<file path="src/hdl/window_mean_deviation_order_trigger_assert.svh">
// assertion macros shared by the order trigger modules
// expects clk and arst_n in the scope where a macro is used
`ifndef WINDOW_MEAN_DEVIATION_ORDER_TRIGGER_ASSERT_SVH
`define WINDOW_MEAN_DEVIATION_ORDER_TRIGGER_ASSERT_SVH

// same-cycle implication, checked outside reset
`define WMDOT_ASSERT_SAME(lbl, ante, cons, msg) \
	lbl: assert property (@(posedge clk) disable iff (!arst_n) (ante) |-> (cons)) \
		else $error(msg);

// next-cycle implication, checked outside reset
`define WMDOT_ASSERT_NEXT(lbl, ante, cons, msg) \
	lbl: assert property (@(posedge clk) disable iff (!arst_n) (ante) |=> (cons)) \
		else $error(msg);

`endif

</file>
<file path="src/hdl/wmdot_pkg.sv">
// shared types and constants of the moving-average deviation order trigger
// no dependencies
`default_nettype none

package wmdot_pkg;

	// window geometry
	localparam int WINDOW = 16;
	localparam int PTR_W  = $clog2(WINDOW);
	localparam int CNT_W  = $clog2(WINDOW + 1);
	localparam int PRICE_W = 32;
	localparam int SUM_W  = PRICE_W + PTR_W;
	localparam int DELTA_W = SUM_W + 1;
	localparam int THR    = 2 * WINDOW;

	// register reset value
	localparam int LIMIT_W = 15;
	localparam logic [LIMIT_W-1:0] LIMIT_RESET = LIMIT_W'(20);

	// event kinds, codes above REJECTED act as other
	localparam logic [2:0] ACT_TRADE    = 3'd0;
	localparam logic [2:0] ACT_ACK      = 3'd1;
	localparam logic [2:0] ACT_FILL     = 3'd2;
	localparam logic [2:0] ACT_REJECTED = 3'd3;

	// order side codes
	localparam logic [1:0] SIDE_NONE = 2'd0;
	localparam logic [1:0] SIDE_BUY  = 2'd1;
	localparam logic [1:0] SIDE_SELL = 2'd2;

	// one market event
	typedef struct packed {
		logic [2:0]         action;
		logic [31:0]        event_order_id;
		logic [15:0]        event_qty;
		logic [PRICE_W-1:0] trade_price;
		logic               ask_present;
		logic [PRICE_W-1:0] ask_price;
		logic               bid_present;
		logic [PRICE_W-1:0] bid_price;
		logic signed [15:0] current_position;
		logic [31:0]        next_id;
	} event_t;

endpackage

`default_nettype wire

</file>
<file path="src/hdl/wmdot_ring_mem.sv">
// price ring storage: one write port, one read port with registered data
// depends on wmdot_pkg
`default_nettype none

module wmdot_ring_mem
	import wmdot_pkg::*;
(
	input  wire logic               clk,
	input  wire logic               rd_en,
	input  wire logic [PTR_W-1:0]   rd_addr,
	output logic      [PRICE_W-1:0] rd_data,
	input  wire logic               wr_en,
	input  wire logic [PTR_W-1:0]   wr_addr,
	input  wire logic [PRICE_W-1:0] wr_data
);

	logic [PRICE_W-1:0] mem [WINDOW];
	logic [PRICE_W-1:0] rd_data_q;

	// write port
	always_ff @(posedge clk) begin
		if (wr_en) begin
			mem[wr_addr] <= wr_data;
		end
	end

	// read port, data registered on rd_en
	always_ff @(posedge clk) begin
		if (rd_en) begin
			rd_data_q <= mem[rd_addr];
		end
	end

	assign rd_data = rd_data_q;

endmodule

`default_nettype wire

</file>
<file path="src/hdl/wmdot_window.sv">
// input stage and window sum: ring pointer, sample count, ring memory and running sum
// depends on wmdot_pkg and wmdot_ring_mem
`default_nettype none

module wmdot_window
	import wmdot_pkg::*;
(
	input  wire logic             clk,
	input  wire logic             arst_n,
	input  wire logic             in_valid,
	output logic                  in_stall,
	input  wire event_t           ev,
	output logic                  s2_valid,
	input  wire logic             s2_adv,
	output event_t                ev_s2,
	output logic      [SUM_W-1:0] sum_s2,
	output logic                  full_s2
);

	logic [PTR_W-1:0]   ptr_q;
	logic [CNT_W-1:0]   cnt_q;
	logic [SUM_W-1:0]   sum_q;
	logic               v1_q;
	logic               v2_q;
	event_t             ev_s1;
	logic               full_s1;
	logic               fresh_s1;
	logic [PTR_W-1:0]   addr_s1;
	logic [PRICE_W-1:0] old_price;
	logic [PRICE_W-1:0] old_eff;
	logic [SUM_W-1:0]   sum_next;
	logic               accept;
	logic               adv1;
	logic               trade_in;
	logic               trade_s1;

	// handshake between the stages
	assign adv1     = v1_q && (!v2_q || s2_adv);
	assign in_stall = v1_q && !adv1;
	assign accept   = in_valid && !in_stall;
	assign trade_in = (ev.action == ACT_TRADE);
	assign trade_s1 = (ev_s1.action == ACT_TRADE);

	// ring pointer and sample count (saturating at WINDOW) advance on each accepted trade
	always_ff @(posedge clk or negedge arst_n) begin
		if (!arst_n) begin
			ptr_q <= '0;
			cnt_q <= '0;
		end else if (accept && trade_in) begin
			ptr_q <= (ptr_q == PTR_W'(WINDOW - 1)) ? '0 : ptr_q + 1'b1;
			if (cnt_q < CNT_W'(WINDOW)) begin
				cnt_q <= cnt_q + 1'b1;
			end
		end
	end

	// stage 1 valid
	always_ff @(posedge clk or negedge arst_n) begin
		if (!arst_n) begin
			v1_q <= 1'b0;
		end else if (accept) begin
			v1_q <= 1'b1;
		end else if (adv1) begin
			v1_q <= 1'b0;
		end
	end

	// stage 1 payload, the ring slot is read in the same cycle
	always_ff @(posedge clk) begin
		if (accept) begin
			ev_s1    <= ev;
			addr_s1  <= ptr_q;
			full_s1  <= (cnt_q >= CNT_W'(WINDOW - 1));
			fresh_s1 <= (cnt_q < CNT_W'(WINDOW));
		end
	end

	wmdot_ring_mem u_ring (
		.clk     (clk),
		.rd_en   (accept),
		.rd_addr (ptr_q),
		.rd_data (old_price),
		.wr_en   (adv1 && trade_s1),
		.wr_addr (addr_s1),
		.wr_data (ev_s1.trade_price)
	);

	// a slot not yet written since reset counts as zero
	assign old_eff  = fresh_s1 ? '0 : old_price;
	assign sum_next = sum_q - SUM_W'(old_eff) + SUM_W'(ev_s1.trade_price);

	// running window sum
	always_ff @(posedge clk or negedge arst_n) begin
		if (!arst_n) begin
			sum_q <= '0;
		end else if (adv1 && trade_s1) begin
			sum_q <= sum_next;
		end
	end

	// stage 2 valid
	always_ff @(posedge clk or negedge arst_n) begin
		if (!arst_n) begin
			v2_q <= 1'b0;
		end else if (adv1) begin
			v2_q <= 1'b1;
		end else if (s2_adv) begin
			v2_q <= 1'b0;
		end
	end

	// stage 2 payload
	always_ff @(posedge clk) begin
		if (adv1) begin
			ev_s2   <= ev_s1;
			sum_s2  <= sum_next;
			full_s2 <= full_s1;
		end
	end

	assign s2_valid = v2_q;

endmodule

`default_nettype wire

</file>
<file path="src/hdl/wmdot_decide.sv">
// deviation test, pending order tracking, position limit and output register
// depends on wmdot_pkg and the assertion macro header
`default_nettype none

`include "window_mean_deviation_order_trigger_assert.svh"

module wmdot_decide
	import wmdot_pkg::*;
(
	input  wire logic               clk,
	input  wire logic               arst_n,
	input  wire logic               cfg_write_en,
	input  wire logic [LIMIT_W-1:0] cfg_write_data,
	input  wire logic               s2_valid,
	output logic                    s2_adv,
	input  wire event_t             ev_s2,
	input  wire logic [SUM_W-1:0]   sum_s2,
	input  wire logic               full_s2,
	output logic                    out_valid,
	input  wire logic               out_stall,
	output logic      [1:0]         order_side,
	output logic      [PRICE_W-1:0] order_price,
	output logic      [31:0]        order_id_out
);

	logic [LIMIT_W-1:0]        limit_q;
	logic [31:0]               pending_q;
	logic                      out_valid_q;
	logic [1:0]                side_q;
	logic [PRICE_W-1:0]        price_q;
	logic [31:0]               id_q;
	logic                      clear;
	logic [31:0]               pend_mid;
	logic signed [DELTA_W-1:0] delta;
	logic signed [16:0]        pos;
	logic signed [16:0]        lim;
	logic                      buy;
	logic                      sell;
	logic                      trade;
	logic [1:0]                side_d;

	// output register frees when empty or taken
	assign s2_adv = s2_valid && (!out_valid_q || !out_stall);

	// position limit register
	always_ff @(posedge clk or negedge arst_n) begin
		if (!arst_n) begin
			limit_q <= LIMIT_RESET;
		end else if (cfg_write_en) begin
			limit_q <= cfg_write_data;
		end
	end

	// matching ack with zero quantity, fill or rejection clears the pending order
	assign clear = (pending_q != '0) && (ev_s2.event_order_id == pending_q) &&
		((ev_s2.action == ACT_FILL) || (ev_s2.action == ACT_REJECTED) ||
		((ev_s2.action == ACT_ACK) && (ev_s2.event_qty == '0)));
	assign pend_mid = clear ? '0 : pending_q;

	// delta = price * window - sum
	assign delta = $signed({1'b0, SUM_W'(ev_s2.trade_price) * SUM_W'(WINDOW)}) -
		$signed({1'b0, sum_s2});

	// position against the limit
	assign pos   = {ev_s2.current_position[15], ev_s2.current_position};
	assign lim   = $signed({2'b00, limit_q});
	assign trade = (ev_s2.action == ACT_TRADE) && full_s2 && (pend_mid == '0);

	assign buy  = trade && (delta > $signed(DELTA_W'(THR))) && ev_s2.ask_present &&
		(pos < lim);
	assign sell = trade && (delta < -$signed(DELTA_W'(THR))) && ev_s2.bid_present &&
		(pos > -lim);

	// side selection
	always_comb begin
		priority if (buy) begin
			side_d = SIDE_BUY;
		end else if (sell) begin
			side_d = SIDE_SELL;
		end else begin
			side_d = SIDE_NONE;
		end
	end

	// pending order
	always_ff @(posedge clk or negedge arst_n) begin
		if (!arst_n) begin
			pending_q <= '0;
		end else if (s2_adv) begin
			pending_q <= (side_d != SIDE_NONE) ? ev_s2.next_id : pend_mid;
		end
	end

	// output valid
	always_ff @(posedge clk or negedge arst_n) begin
		if (!arst_n) begin
			out_valid_q <= 1'b0;
		end else if (s2_adv) begin
			out_valid_q <= 1'b1;
		end else if (!out_stall) begin
			out_valid_q <= 1'b0;
		end
	end

	// output payload
	always_ff @(posedge clk) begin
		if (s2_adv) begin
			side_q <= side_d;
			unique case (side_d)
				SIDE_BUY: begin
					price_q <= ev_s2.ask_price;
					id_q    <= ev_s2.next_id;
				end
				SIDE_SELL: begin
					price_q <= ev_s2.bid_price;
					id_q    <= ev_s2.next_id;
				end
				default: begin
					price_q <= '0;
					id_q    <= '0;
				end
			endcase
		end
	end

	assign out_valid    = out_valid_q;
	assign order_side   = side_q;
	assign order_price  = price_q;
	assign order_id_out = id_q;

	// an order only comes from a trade over a full window
	`WMDOT_ASSERT_SAME(a_order_from_trade, s2_adv && (side_d != SIDE_NONE), (ev_s2.action == ACT_TRADE) && full_s2, "order issued without full window trade")
	// a transaction with no order carries zero price and id
	`WMDOT_ASSERT_SAME(a_none_zero, out_valid_q && (side_q == SIDE_NONE), (price_q == '0) && (id_q == '0), "no-order transaction carries payload")
	// an issued order becomes the pending one
	`WMDOT_ASSERT_NEXT(a_pending_set, s2_adv && (side_d != SIDE_NONE), pending_q == $past(ev_s2.next_id), "issued id not pending")
	// no order while another one is still pending
	`WMDOT_ASSERT_SAME(a_no_double, s2_adv && (side_d != SIDE_NONE), !((pending_q != '0) && !clear), "order issued while one is pending")

endmodule

`default_nettype wire

</file>
<file path="src/hdl/window_mean_deviation_order_trigger.sv">
// Moving-average deviation order trigger. Each accepted market event yields exactly one
// result transaction, which passes through stage 1, stage 2 and the output register, and
// a new event can be accepted every cycle while in_stall is low. The ring slot about to be
// replaced is read from the price ring memory in the cycle the event is accepted, the
// window sum is updated as the event leaves stage 1, and the deviation test, pending order
// check and position limit are applied as it moves from stage 2 into the output register.
// Trades push their price into a window of the last 16 prices; once the window is full and
// no order is pending, a price above the mean by more than two ticks issues a buy at the
// ask and one below issues a sell at the bid. Zero-quantity acks, fills and rejections for
// the pending id clear it. The position_limit register (reset 20) is written with
// cfg_write_en; the user must write it only while idle, the block does not enforce this.
// top level, depends on wmdot_pkg, wmdot_window and wmdot_decide
`default_nettype none

module window_mean_deviation_order_trigger
	import wmdot_pkg::*;
(
	input  wire logic               clk,
	input  wire logic               arst_n,
	input  wire logic               cfg_write_en,
	input  wire logic [LIMIT_W-1:0] cfg_write_data,
	input  wire logic               in_valid,
	output logic                    in_stall,
	input  wire logic [2:0]         action,
	input  wire logic [31:0]        event_order_id,
	input  wire logic [15:0]        event_qty,
	input  wire logic [31:0]        trade_price,
	input  wire logic               ask_present,
	input  wire logic [31:0]        ask_price,
	input  wire logic               bid_present,
	input  wire logic [31:0]        bid_price,
	input  wire logic signed [15:0] current_position,
	input  wire logic [31:0]        next_id,
	output logic                    out_valid,
	input  wire logic               out_stall,
	output logic      [1:0]         order_side,
	output logic      [31:0]        order_price,
	output logic      [31:0]        order_id_out
);

	event_t           ev;
	event_t           ev_s2;
	logic             s2_valid;
	logic             s2_adv;
	logic [SUM_W-1:0] sum_s2;
	logic             full_s2;

	// pack the input transaction
	always_comb begin
		ev.action           = action;
		ev.event_order_id   = event_order_id;
		ev.event_qty        = event_qty;
		ev.trade_price      = trade_price;
		ev.ask_present      = ask_present;
		ev.ask_price        = ask_price;
		ev.bid_present      = bid_present;
		ev.bid_price        = bid_price;
		ev.current_position = current_position;
		ev.next_id          = next_id;
	end

	wmdot_window u_window (
		.clk      (clk),
		.arst_n   (arst_n),
		.in_valid (in_valid),
		.in_stall (in_stall),
		.ev       (ev),
		.s2_valid (s2_valid),
		.s2_adv   (s2_adv),
		.ev_s2    (ev_s2),
		.sum_s2   (sum_s2),
		.full_s2  (full_s2)
	);

	wmdot_decide u_decide (
		.clk            (clk),
		.arst_n         (arst_n),
		.cfg_write_en   (cfg_write_en),
		.cfg_write_data (cfg_write_data),
		.s2_valid       (s2_valid),
		.s2_adv         (s2_adv),
		.ev_s2          (ev_s2),
		.sum_s2         (sum_s2),
		.full_s2        (full_s2),
		.out_valid      (out_valid),
		.out_stall      (out_stall),
		.order_side     (order_side),
		.order_price    (order_price),
		.order_id_out   (order_id_out)
	);

endmodule

`default_nettype wire
</file>
<file path="config.mk">
export PLATFORM = sky130hd
export DESIGN_NAME = window_mean_deviation_order_trigger
export DESIGN_NICKNAME = d
export VERILOG_FILES = /design/src/hdl/wmdot_pkg.sv /design/src/hdl/wmdot_ring_mem.sv /design/src/hdl/wmdot_window.sv /design/src/hdl/wmdot_decide.sv /design/src/hdl/window_mean_deviation_order_trigger.sv
export VERILOG_INCLUDE_DIRS = /design/src /design/src/hdl
export SDC_FILE = /design/constraint.sdc
export NUM_CORES = 1
export LEC_CHECK = 0
export ABC_AREA = 1
export BUFFER_PORTS_ARGS = -buffer_cell sky130_fd_sc_hd__buf_2
export CAP_MARGIN = 10
export CORE_UTILIZATION = 40
export CTS_CLUSTER_DIAMETER = 200
export DETAILED_ROUTE_END_ITERATION = 10
export PLACE_DENSITY = 0.66
export SETUP_SLACK_MARGIN = 0.02
export SYNTH_ARGS = -nofsm -noshare
export SYNTH_HDL_FRONTEND = slang
export SYNTH_HIERARCHICAL = 1
export SYNTH_SLANG_ARGS = --single-unit
</file>
<file path="constraint.sdc">
create_clock -name clk -period 8.4 [get_ports clk]
set_input_delay 0.42 -clock clk [delete_from_list [all_inputs] [get_ports clk]]
set_output_delay 0.42 -clock clk [all_outputs]
set_load 0.05 [all_outputs]
</file>
**Word-level counts from Yosys, hierarchy flattened**

Memory sizes are Yosys's and may differ from the RTL's. A register that Yosys moved wholly into a read port is not among the register bits.
Index checks and enable logic that the tools add are counted.

- Memories kept: 1
- Word-level logic and storage cells: 109
- Bits in writable memories: 512
- Output and inout bits: 68
- Register bits after elaboration: 598

- Multiplexer cells: 15
- $add $sub $neg: 6
- Order comparisons: 6
- Reduce and logical (&&, ||, !) cells: 37
- Equal/unequal tests: 8

Memory list:

| name | words | bits a word | read ports | clocked after memory_dff | wr ports | line | source |
|---|---|---|---|---|---|---|---|
| u_window.u_ring.mem | 16 | 32 | 1 | 1 | 1 | wmdot_ring_mem.sv:17 | `logic [PRICE_W-1:0] mem [WINDOW];` |

Operators with widths:

| operator | number |
|---|---|
| two-way mux 32 bit | 3 |
| case mux 32 bit (2 select lines) | 1 |
| > comparator 37 x 7 -> 1 bit (second input constant) | 1 |
| less-than comparator 37 x 6 -> 1 bit (second input constant) | 1 |
| subtractor 36 x 36 -> 37 bit | 1 |
| adder 36 x 32 -> 36 bit | 1 |
| subtractor 36 x 32 -> 36 bit | 1 |
| equality test 32 bit | 1 |
| zero test 32 bit | 1 |
| nonzero test 32 bit | 1 |
| > comparator 16 x 17 -> 1 bit | 1 |
| logical AND 1 bit | 17 |
| negation 15 -> 17 bit | 1 |
| zero test 16 bit | 1 |
| less-than comparator 16 bit | 1 |
| zero test 3 bit | 3 |
| two-way mux 1 bit | 8 |
| equality test 3 x 2 -> 1 bit (second input constant) | 2 |
| nonzero test 2 bit | 3 |
| adder 5 x 1 -> 5 bit (second input constant) | 1 |
| >= comparator 5 x 4 -> 1 bit (second input constant) | 1 |
| zero test 1 bit | 5 |
| less-than comparator 5 bit (second input constant) | 1 |
| adder 4 x 1 -> 4 bit (second input constant) | 1 |
| other kinds (10) | 14 |

**Logic depth before layout (Yosys ltp)**

Gate-level depths: netlist of run 1.

- Depth after elaboration: 14
- Depth in mapped cells: 25

**By module**

Netlist of run 1, hierarchy kept.

By module, submodules not included:

| module | area each (µm²) | sequential area each (µm²) | instances | cells each |
|---|---|---|---|---|
| wmdot_ring_mem | 23,065.9 | 16,335.7 | 1 | 2,122 |
| wmdot_window | 19,080.8 | 14,298.7 | 1 | 1,361 |
| wmdot_decide | 9,391.5 | 3,185.6 | 1 | 1,408 |

**Worst setup path after synthesis of run 1**

No wires, ideal clock.

- Path kind: register to register
- Start point: register u_decide.out_valid_q (netlist: u_decide/out_valid)
- End point: register u_window.addr_s1[0] (enable)
- Stages on the path, launching flop included: 7
- Library setup time: 0.587 ns
- Path slack: -0.302 ns
- Arrival time: 8.115 ns
- Data required time: 7.813 ns
- Cell sequence: dfrtp_1 -> a21oi_1 -> clkbuf_1 -> inv_1 -> nand3_2 -> nand2_2 -> inv_1

- Longest elaborated chain between the ends: 9

RTL lines:

| element | line | source |
|---|---|---|
| start: declaration | wmdot_decide.sv:28 | `logic out_valid_q;` |
| start signal: assignment | wmdot_decide.sv:97 | `out_valid_q <= 1'b0;` |
| start signal: assignment | wmdot_decide.sv:99 | `out_valid_q <= 1'b1;` |
| start signal: assignment | wmdot_decide.sv:101 | `out_valid_q <= 1'b0;` |
| zero test 1 bit | wmdot_decide.sv:43 | `assign s2_adv = s2_valid && (!out_valid_q \|\| !out_stall);` |
| logical OR 1 bit | wmdot_decide.sv:43 |  |
| logical AND 1 bit | wmdot_decide.sv:43 |  |
| net s2_adv | window_mean_deviation_order_trigger.sv:44 | `logic s2_adv;` |
| logical OR 1 bit | wmdot_window.sv:38 | `assign adv1 = v1_q && (!v2_q \|\| s2_adv);` |
| logical AND 1 bit | wmdot_window.sv:38 |  |
| zero test 1 bit | wmdot_window.sv:39 | `assign in_stall = v1_q && !adv1;` |
| logical AND 1 bit | wmdot_window.sv:39 |  |
| zero test 1 bit | wmdot_window.sv:40 | `assign accept = in_valid && !in_stall;` |
| logical AND 1 bit | wmdot_window.sv:40 |  |
| net u_window.accept | wmdot_window.sv:32 | `logic accept;` |
| end signal: assignment | wmdot_window.sv:72 | `addr_s1 <= ptr_q;` |
| end: declaration | wmdot_window.sv:28 | `logic [PTR_W-1:0] addr_s1;` |

The timed path passes the listed nets, and every way through them passes these cells.
A chain may end at the register's enable or synchronous reset.

**Worst setup path in the final report of run 1**

- Start point: register u_decide.limit_q[0]
- End point: register u_decide.pending_q[30]

- Longest elaborated chain between the ends: 7

RTL lines:

| element | line | source |
|---|---|---|
| start: declaration | wmdot_decide.sv:26 | `logic [LIMIT_W-1:0] limit_q;` |
| start signal: assignment | wmdot_decide.sv:50 | `limit_q <= cfg_write_data;` |
| negation 15 -> 17 bit | wmdot_decide.sv:72 | `(pos > -lim);` |
| > comparator 16 x 17 -> 1 bit | wmdot_decide.sv:72 |  |
| logical AND 1 bit | wmdot_decide.sv:71 | `assign sell = trade && (delta < -$signed(DELTA_W'(THR))) && ev_s2.bid_present &&` |
| two-way mux 2 bit | wmdot_decide.sv:78 | `end else if (sell) begin` |
| two-way mux 2 bit * | wmdot_decide.sv:76 | `priority if (buy) begin` |
| nonzero test 2 bit * | wmdot_decide.sv:90 | `pending_q <= (side_d != SIDE_NONE) ? ev_s2.next_id : pend_mid;` |
| two-way mux 32 bit * | wmdot_decide.sv:90 |  |
| end signal: assignment | wmdot_decide.sv:90 |  |
| end: declaration | wmdot_decide.sv:27 | `logic [31:0] pending_q;` |

Every way passes the cells marked *; elsewhere a longest branch is shown, timed or not.

==> results of run 1 <==
-- logic make-up after synthesis --
logic type      after synthesis  synth area share, %
flops                      1142                 65.6
mux                           1               0.0218
buf+inv                    1020                 8.21
simple gates               2346                 19.3
fa+ha+maj                   135                 3.74
compound gates              204                 2.28
xor+xnor                     43                0.804
-- registers in the layout, summed over array words and instances (netlist names), 36 cells and up --
register	count
u_window/u_ring/mem	512
u_window/ev_s1	197
u_window/ev_s2	197
u_window/sum_q	36
u_window/sum_s2	36
-- worst min-delay path by stage --
stage	cells past startpoint	to	slack, ps
floorplan	0	u_decide/limit_q[0]$_DFFE_PN0P_	120
global route	3	u_decide/limit_q[4]$_DFFE_PN1P_	180
detailed placement	0	u_window/ev_s2[107]$_DFFE_PP_	400
global placement	0	u_window/ev_s2[90]$_DFFE_PP_	400
CTS	3	u_decide/limit_q[4]$_DFFE_PN1P_	100
finish	3	u_decide/limit_q[4]$_DFFE_PN1P_	180
-- cell type report --
cell class	instances	share of cell area, %
Clock inverter	81	1.28
Tap cell	1662	3.42
Sequential cell	1142	55.6
Multi-Input combinational cell	2729	22.4
Antenna cell	5	0.0206
Inverter	884	5.48
Clock buffer	144	5.12
Timing Repair Buffer	562	6.70
-- power breakdown --
part	switching (mW)	total, mW	leakage (nW)	internal [mW]
sequential	0.557	8.44	10.9	7.88
combinational	6.82	9.74	13.8	2.92
clock	2.26	5.25	1.89	2.99
total	9.64	23.4	26.6	13.8
-- critical path, stage by stage (launching register included) --
cell and delay [ps]:
dfrtp_1 400, inv_1 80, ha_1 180, nand3_1 140, nor2_1 110, nand2_1 90
nor3_1 370, nand4_1 170, nor2_1 210, nand3_1 140, xor2_1 170, ha_1 290
a21oi_1 150, nor2_1 50, a211oi_1 230, nand2_1 90, nand2_1 70, nand2_1 60
nor2_1 180, nand2_4 310, nand3_2 190, nand2_2 420, nand2_1 210, nand2_1 80
-- synthesized netlist by cell type (3+ instances only) --
cell      instances
nor2_2           11
nor2_1          200
or2_1             3
xnor2_1           6
clkbuf_1         20
nor2_4            3
o21bai_1          7
a21oi_2           3
o21ai_0          61
buf_2            54
xor2_1           32
nor4_1            7
buf_4            12
nand3_2           7
nand4_1          32
nor3_1           26
nand3b_1         13
xor2_2            5
a21boi_1         31
nand3_1         501
fa_1             32
o21ai_1           5
inv_1           871
nand2_2          27
buf_6            32
edfxtp_1       1047
nand2_1        1478
a211oi_1          5
and2_1           26
o22ai_1           6
dfrtp_1          93
buf_1            14
ha_1            103
inv_2            11
a21oi_1          77
-- routing by layer --
layer | part of all wire [%] | global-route usage [%] | vias to the layer above | routed length (um)
li1 | - | - | 16976 | -
met1 | 42 | 25.1 | 16646 | 54000
met2 | 50 | 34.2 | 977 | 64100
met3 | 5.0 | 2.74 | 241 | 6410
met4 | 3.1 | 6.88 | 0 | 3940
met5 | 0 | 0 | - | 0
-- through the flow --
step	total power, mW	instances	instance area, um2	hold WS (ps)
after floorplan	15.6	4891	51500	124
after detailed placement	18.1	6764	54800	405
after global placement	18.0	6764	54800	401
after global routing	25.0	7208	60800	183
after CTS	23.5	7204	60800	105
final	23.4	7209	60800	177
==> results.sh, run 1 <==
export IMPL_r2r_setup_slack_ps=3880
export IMPL_netlist_instances=4891
export IMPL_cp_required_ps=9010
export IMPL_fmax_ghz=0.221
export IMPL_yosys_area_top_type="edfxtp_1"
export IMPL_layout_common_cells="1478 x nand2_1, 1047 x edfxtp_1, 868 x inv_1"
export IMPL_cts_repair_resize_count=0
export IMPL_setup_violations=0
export IMPL_fp_dieW_um=361
export IMPL_n_fill_cell=11268
export IMPL_finClkSkew_ps=53.5
export IMPL_cp_max_fo=34
export IMPL_first_pass_iters=6
export IMPL_drt_total_wl_um=128000
export IMPL_fin_util_pct=47.7
export IMPL_hold_buffers=215
export IMPL_cts_sinks=1142
export IMPL_clk_pin_slew_ps=70
export IMPL_portBuffers=284
export IMPL_cap_violations=0
export IMPL_num_rows=131
export IMPL_cts_root_buffer="clkbuf_16"
export IMPL_cp_start_kind="register"
export IMPL_ff_latch_area_mm2=0.0338
export IMPL_grt_max_degree=206
export IMPL_fin_ws_ps=3880
export IMPL_relSlewSlack_pct=17.2
export IMPL_finalHoldViolCount=0
export IMPL_clk_path_buf_depth=3
export IMPL_place_hpwl_um=80800
export IMPL_synth_edff_count=1047
export IMPL_core_area_mm2=0.128
export IMPL_status="completed"
export IMPL_post_place_ws_ps=3960
export IMPL_syn_to_final_growth_pct=18.1
export IMPL_drive_above_1_share_pct=11.2
export IMPL_die_h_um=361
export IMPL_synth_seq_cells=1142
export IMPL_worst_pin_slew_ps=1240
export IMPL_min_path_type="in -> reg"
export IMPL_power_ir_vdd_worst_uv=259
export IMPL_avgViaCountPerCell=4.83
export IMPL_worstRegToRegCells=23
export IMPL_start_util_pct=40.4
export IMPL_cp_arrival_ps=5130
export IMPL_synth_nets=5243
export IMPL_grt_usage_pct=19.7
export IMPL_r2r_start="u_decide/limit_q[0]$_DFFE_PN0P_"
export IMPL_design_die_area_mm2=0.130
export IMPL_numCtsBuffers=118
export IMPL_r2r_end="u_decide/pending_q[30]$_DFFE_PN0P_"
export IMPL_cts_tree="done"
export IMPL_drt_initial_drc_count=2846
export IMPL_fin_tns_setup_ps=0
export IMPL_dr_total_vias=34840
export IMPL_ys_top_cells_by_area="edfxtp_1 61%, nand2_1 11%, inv_1 6.3%"
export IMPL_netlist_area_mm2=0.0515
export IMPL_min_from="cfg_write_en"
export IMPL_layout_commonest_cell="nand2_1"
export IMPL_drc=0
export IMPL_avgSynthCellArea_um2=10.5
export IMPL_pin_count=285
export IMPL_synthFlopType="edfxtp_1"
export IMPL_p_per_area_mw_per_mm2=385
export IMPL_gr_total_overflow=0
export IMPL_period_needed_ps=4520
export IMPL_worstSetupPathType="reg -> reg"
export IMPL_synth_top_area_share_pct=61.0
export IMPL_post_cts_buffers=0
export IMPL_rsz0062_at_grt="no"
export IMPL_antenna_left=0
export IMPL_power_leakage_nw=26.6
export IMPL_antenna_found_initial=6
export IMPL_wl_per_cell_um=17.8
export IMPL_grt_first_pass_wirelength_um=198000
export IMPL_insertion_delay_ps=770
export IMPL_slew_violations=0
export IMPL_period_share_pct=53.8
export IMPL_yosys_warnings=6
export IMPL_crit_start="u_decide/limit_q[0]$_DFFE_PN0P_"
export IMPL_yosysSeqAreaShare_pct=65.6
export IMPL_async_reset_ff_share_pct=8.32
export IMPL_endpoint_kind="register"
export IMPL_gp_congestion=0.910
export IMPL_final_net_count=5789
export IMPL_grt_pass1_vias=34621
export IMPL_worstSetupEndpoint="u_decide/pending_q[30]$_DFFE_PN0P_"
export IMPL_htree_levels=3
export IMPL_multi_input_area_mm2=0.0136
export IMPL_ys_types=57
Note: power is estimated with default switching activity, not from simulation.
==> inputs of run 2 (changes only) <==
PLACE_DENSITY = 0.64   (was 0.66)
clock period = 4.6 ns   (was 8.4 ns; I/O delays follow)
==> run 2 against run 1 <==
  * Count of clock-buffer cells in the layout decreased by 12
  * Combinational power increased by 86%
  * Sequential power increased by 82%
  * Critical path depth unchanged
  * Clock power increased by 85%
  * Register-to-register slack got worse by 3400 ps
  * Total power increased by 85%
  * Final cell count increased by 0.57%
  * Fmax increased by 9.9%
  * Flip-flop and latch count unchanged
  * Via count increased by 1.0%
  * Largest cell class unchanged
  * Design area increased by 1.1%
==> results.sh, run 2 (synthesized netlist as in run 1, its figures left out) <==
export IMPL_power_ir_vdd_worst_uv=641
export IMPL_instances_no_fill=7250
export IMPL_p_per_area_mw_per_mm2=703
export IMPL_worst_pin_slew_ps=1090
export IMPL_power_mw=43.2
export IMPL_syn_to_final_growth_pct=19.4
export IMPL_dr_total_vias=35196
export IMPL_die_h_um=361
export IMPL_slew_violations=0
export IMPL_cp_start_kind="register"
export IMPL_cp_max_fo=20
export IMPL_grt_usage_pct=20.0
export IMPL_relSlewSlack_pct=27.4
export IMPL_worstSetupEndpoint="u_decide/order_price[22]$_DFFE_PP_"
export IMPL_drt_initial_drc_count=2860
export IMPL_grt_first_pass_wirelength_um=200000
export IMPL_core_area_mm2=0.128
export IMPL_fmax_ghz=0.243
export IMPL_post_place_ws_ps=235
export IMPL_cp_arrival_ps=4740
export IMPL_power_leakage_nw=26.9
export IMPL_finClkSkew_ps=79.2
export IMPL_r2r_setup_slack_ps=490
export IMPL_wl_per_cell_um=18.2
export IMPL_antenna_found_initial=8
export IMPL_portBuffers=284
export IMPL_ff_latch_area_mm2=0.0338
export IMPL_largest_register_ffs=512
export IMPL_fp_dieW_um=361
export IMPL_cap_violations=0
export IMPL_grt_pass1_vias=34755
export IMPL_finalHoldViolCount=0
export IMPL_status="completed"
export IMPL_top_regs="u_window/u_ring/mem: 512 flops, u_window/ev_s1: 197 flops, u_window/ev_s2: 197 flops"
export IMPL_period_share_pct=89.4
export IMPL_drt_total_wl_um=132000
export IMPL_layout_common_cells="1477 x nand2_1, 1047 x edfxtp_1, 867 x inv_1"
export IMPL_pin_count=285
export IMPL_num_rows=131
export IMPL_period_needed_ps=4110
export IMPL_hold_ws_ps=69.0
export IMPL_min_path_type="in -> reg"
export IMPL_start_util_pct=40.4
export IMPL_worstRegToRegCells=23
export IMPL_max_flop_register="u_window/u_ring/mem"
export IMPL_setup_violations=0
export IMPL_gr_total_overflow=0
export IMPL_crit_start="u_decide/limit_q[1]$_DFFE_PN0P_"
export IMPL_r2r_end="u_decide/order_price[22]$_DFFE_PP_"
export IMPL_place_hpwl_um=83300
export IMPL_avgViaCountPerCell=4.85
export IMPL_rsz0062_at_grt="no"
export IMPL_grt_max_degree=185
export IMPL_multi_input_area_mm2=0.0137
export IMPL_clk_path_buf_depth=3
export IMPL_layout_commonest_cell="nand2_1"
export IMPL_stdcell_area_mm2=0.0615
export IMPL_htree_levels=3
export IMPL_insertion_delay_ps=780
export IMPL_final_net_count=5835
export IMPL_fin_util_pct=48.2
export IMPL_cts_root_buffer="clkbuf_16"
export IMPL_place_area_mm2=0.0551
export IMPL_dpl_cell_count=6783
export IMPL_cts_sinks=1142
export IMPL_endpoint_kind="register"
export IMPL_fin_ws_ps=488
export IMPL_gp_congestion=0.914
export IMPL_first_pass_iters=8
export IMPL_cts_tree="done"
export IMPL_cp_required_ps=5230
export IMPL_r2r_start="u_decide/limit_q[1]$_DFFE_PN0P_"
export IMPL_fin_tns_setup_ps=0
export IMPL_clk_pin_slew_ps=70
export IMPL_n_fill_cell=11381
export IMPL_numCtsBuffers=116
export IMPL_worstSetupPathType="reg -> reg"
export IMPL_design_die_area_mm2=0.130
export IMPL_antenna_left=0
export IMPL_drive_above_1_share_pct=11.9
export IMPL_drc=0
[run 2: changes by cell type in the layout (fill, tap and decap cells not counted), sizes merged]
cell / delta
buf: +20
bufinv: +4
clkbuf: -12
clkinv: -3
clkinvlp: +1
dlygate4sd3: +27
inv: +3
nor2: +1
[run 2: report_power, final]
group          switching (mW)  total (mW)  internal (mW)  leakage (nW)
Combinational            12.7        18.1           5.46          14.0
Clock                    4.16        9.71           5.55          1.93
Sequential              0.994        15.4           14.4          10.9
[run 2: layer usage]
metal	up-vias	GRT usage [%]	routed length, um
met4	0	7.10	4230
li1	17056	-	-
met5	-	0	0
met2	1078	34.0	64200
met1	16817	26.1	55800
met3	245	2.84	7560
[run 2: area by class of cell]
class                      count  share of cell area (%)
timing repair buffer         609                    7.59
tap                         1662                    3.38
sequential                  1142                    55.0
multi-input combinational   2730                    22.2
clock buffer                 132                    4.87
clock inverter                86                    1.52
antenna                        5                  0.0203
inverter                     884                    5.43
[run 2: how the worst min path moves through the flow]
stage | slack, ps | cells past startpoint | endpoint | start
2_1_floorplan | -70 | 0 | u_decide/limit_q[0]$_DFFE_PN0P_ | arst_n
3_3_place_gp | 400 | 0 | u_window/ev_s2[57]$_DFFE_PP_ | u_window/ev_s1[57]$_DFFE_PP_
3_5_place_dp | 400 | 0 | u_window/ev_s2[102]$_DFFE_PP_ | u_window/ev_s1[102]$_DFFE_PP_
4_1_cts | 5 | 2 | u_decide/limit_q[1]$_DFFE_PN0P_ | cfg_write_en
5_1_grt | 80 | 2 | u_decide/limit_q[1]$_DFFE_PN0P_ | cfg_write_en
6_report | 70 | 2 | u_decide/limit_q[1]$_DFFE_PN0P_ | cfg_write_en
[run 2: timing repair]
item,in CTS,in global routing
endpoints found under the setup margin,0,41
endpoints found under the hold margin,284,0
hold buffers,242,0
resized for setup,0,1
setup buffers,0,1
[run 2: worst max-delay path, cell delays in order, from the launching register on]
cell and delay, ps:
dfrtp_1 370, inv_1 90, ha_1 200, nand3_1 130
nor2_1 110, nand2_1 100, nor3_2 250, nand4_1 160
nor2_1 200, nand3_1 140, xor2_1 170, ha_1 290
a21oi_1 160, nor2_1 50, a211oi_1 250, nand2_1 90
nand2_1 60, nand2_1 60, nor2_1 180, nand2_4 90
buf_4 250, nor2_8 320, nand2_1 100, nand2_1 140
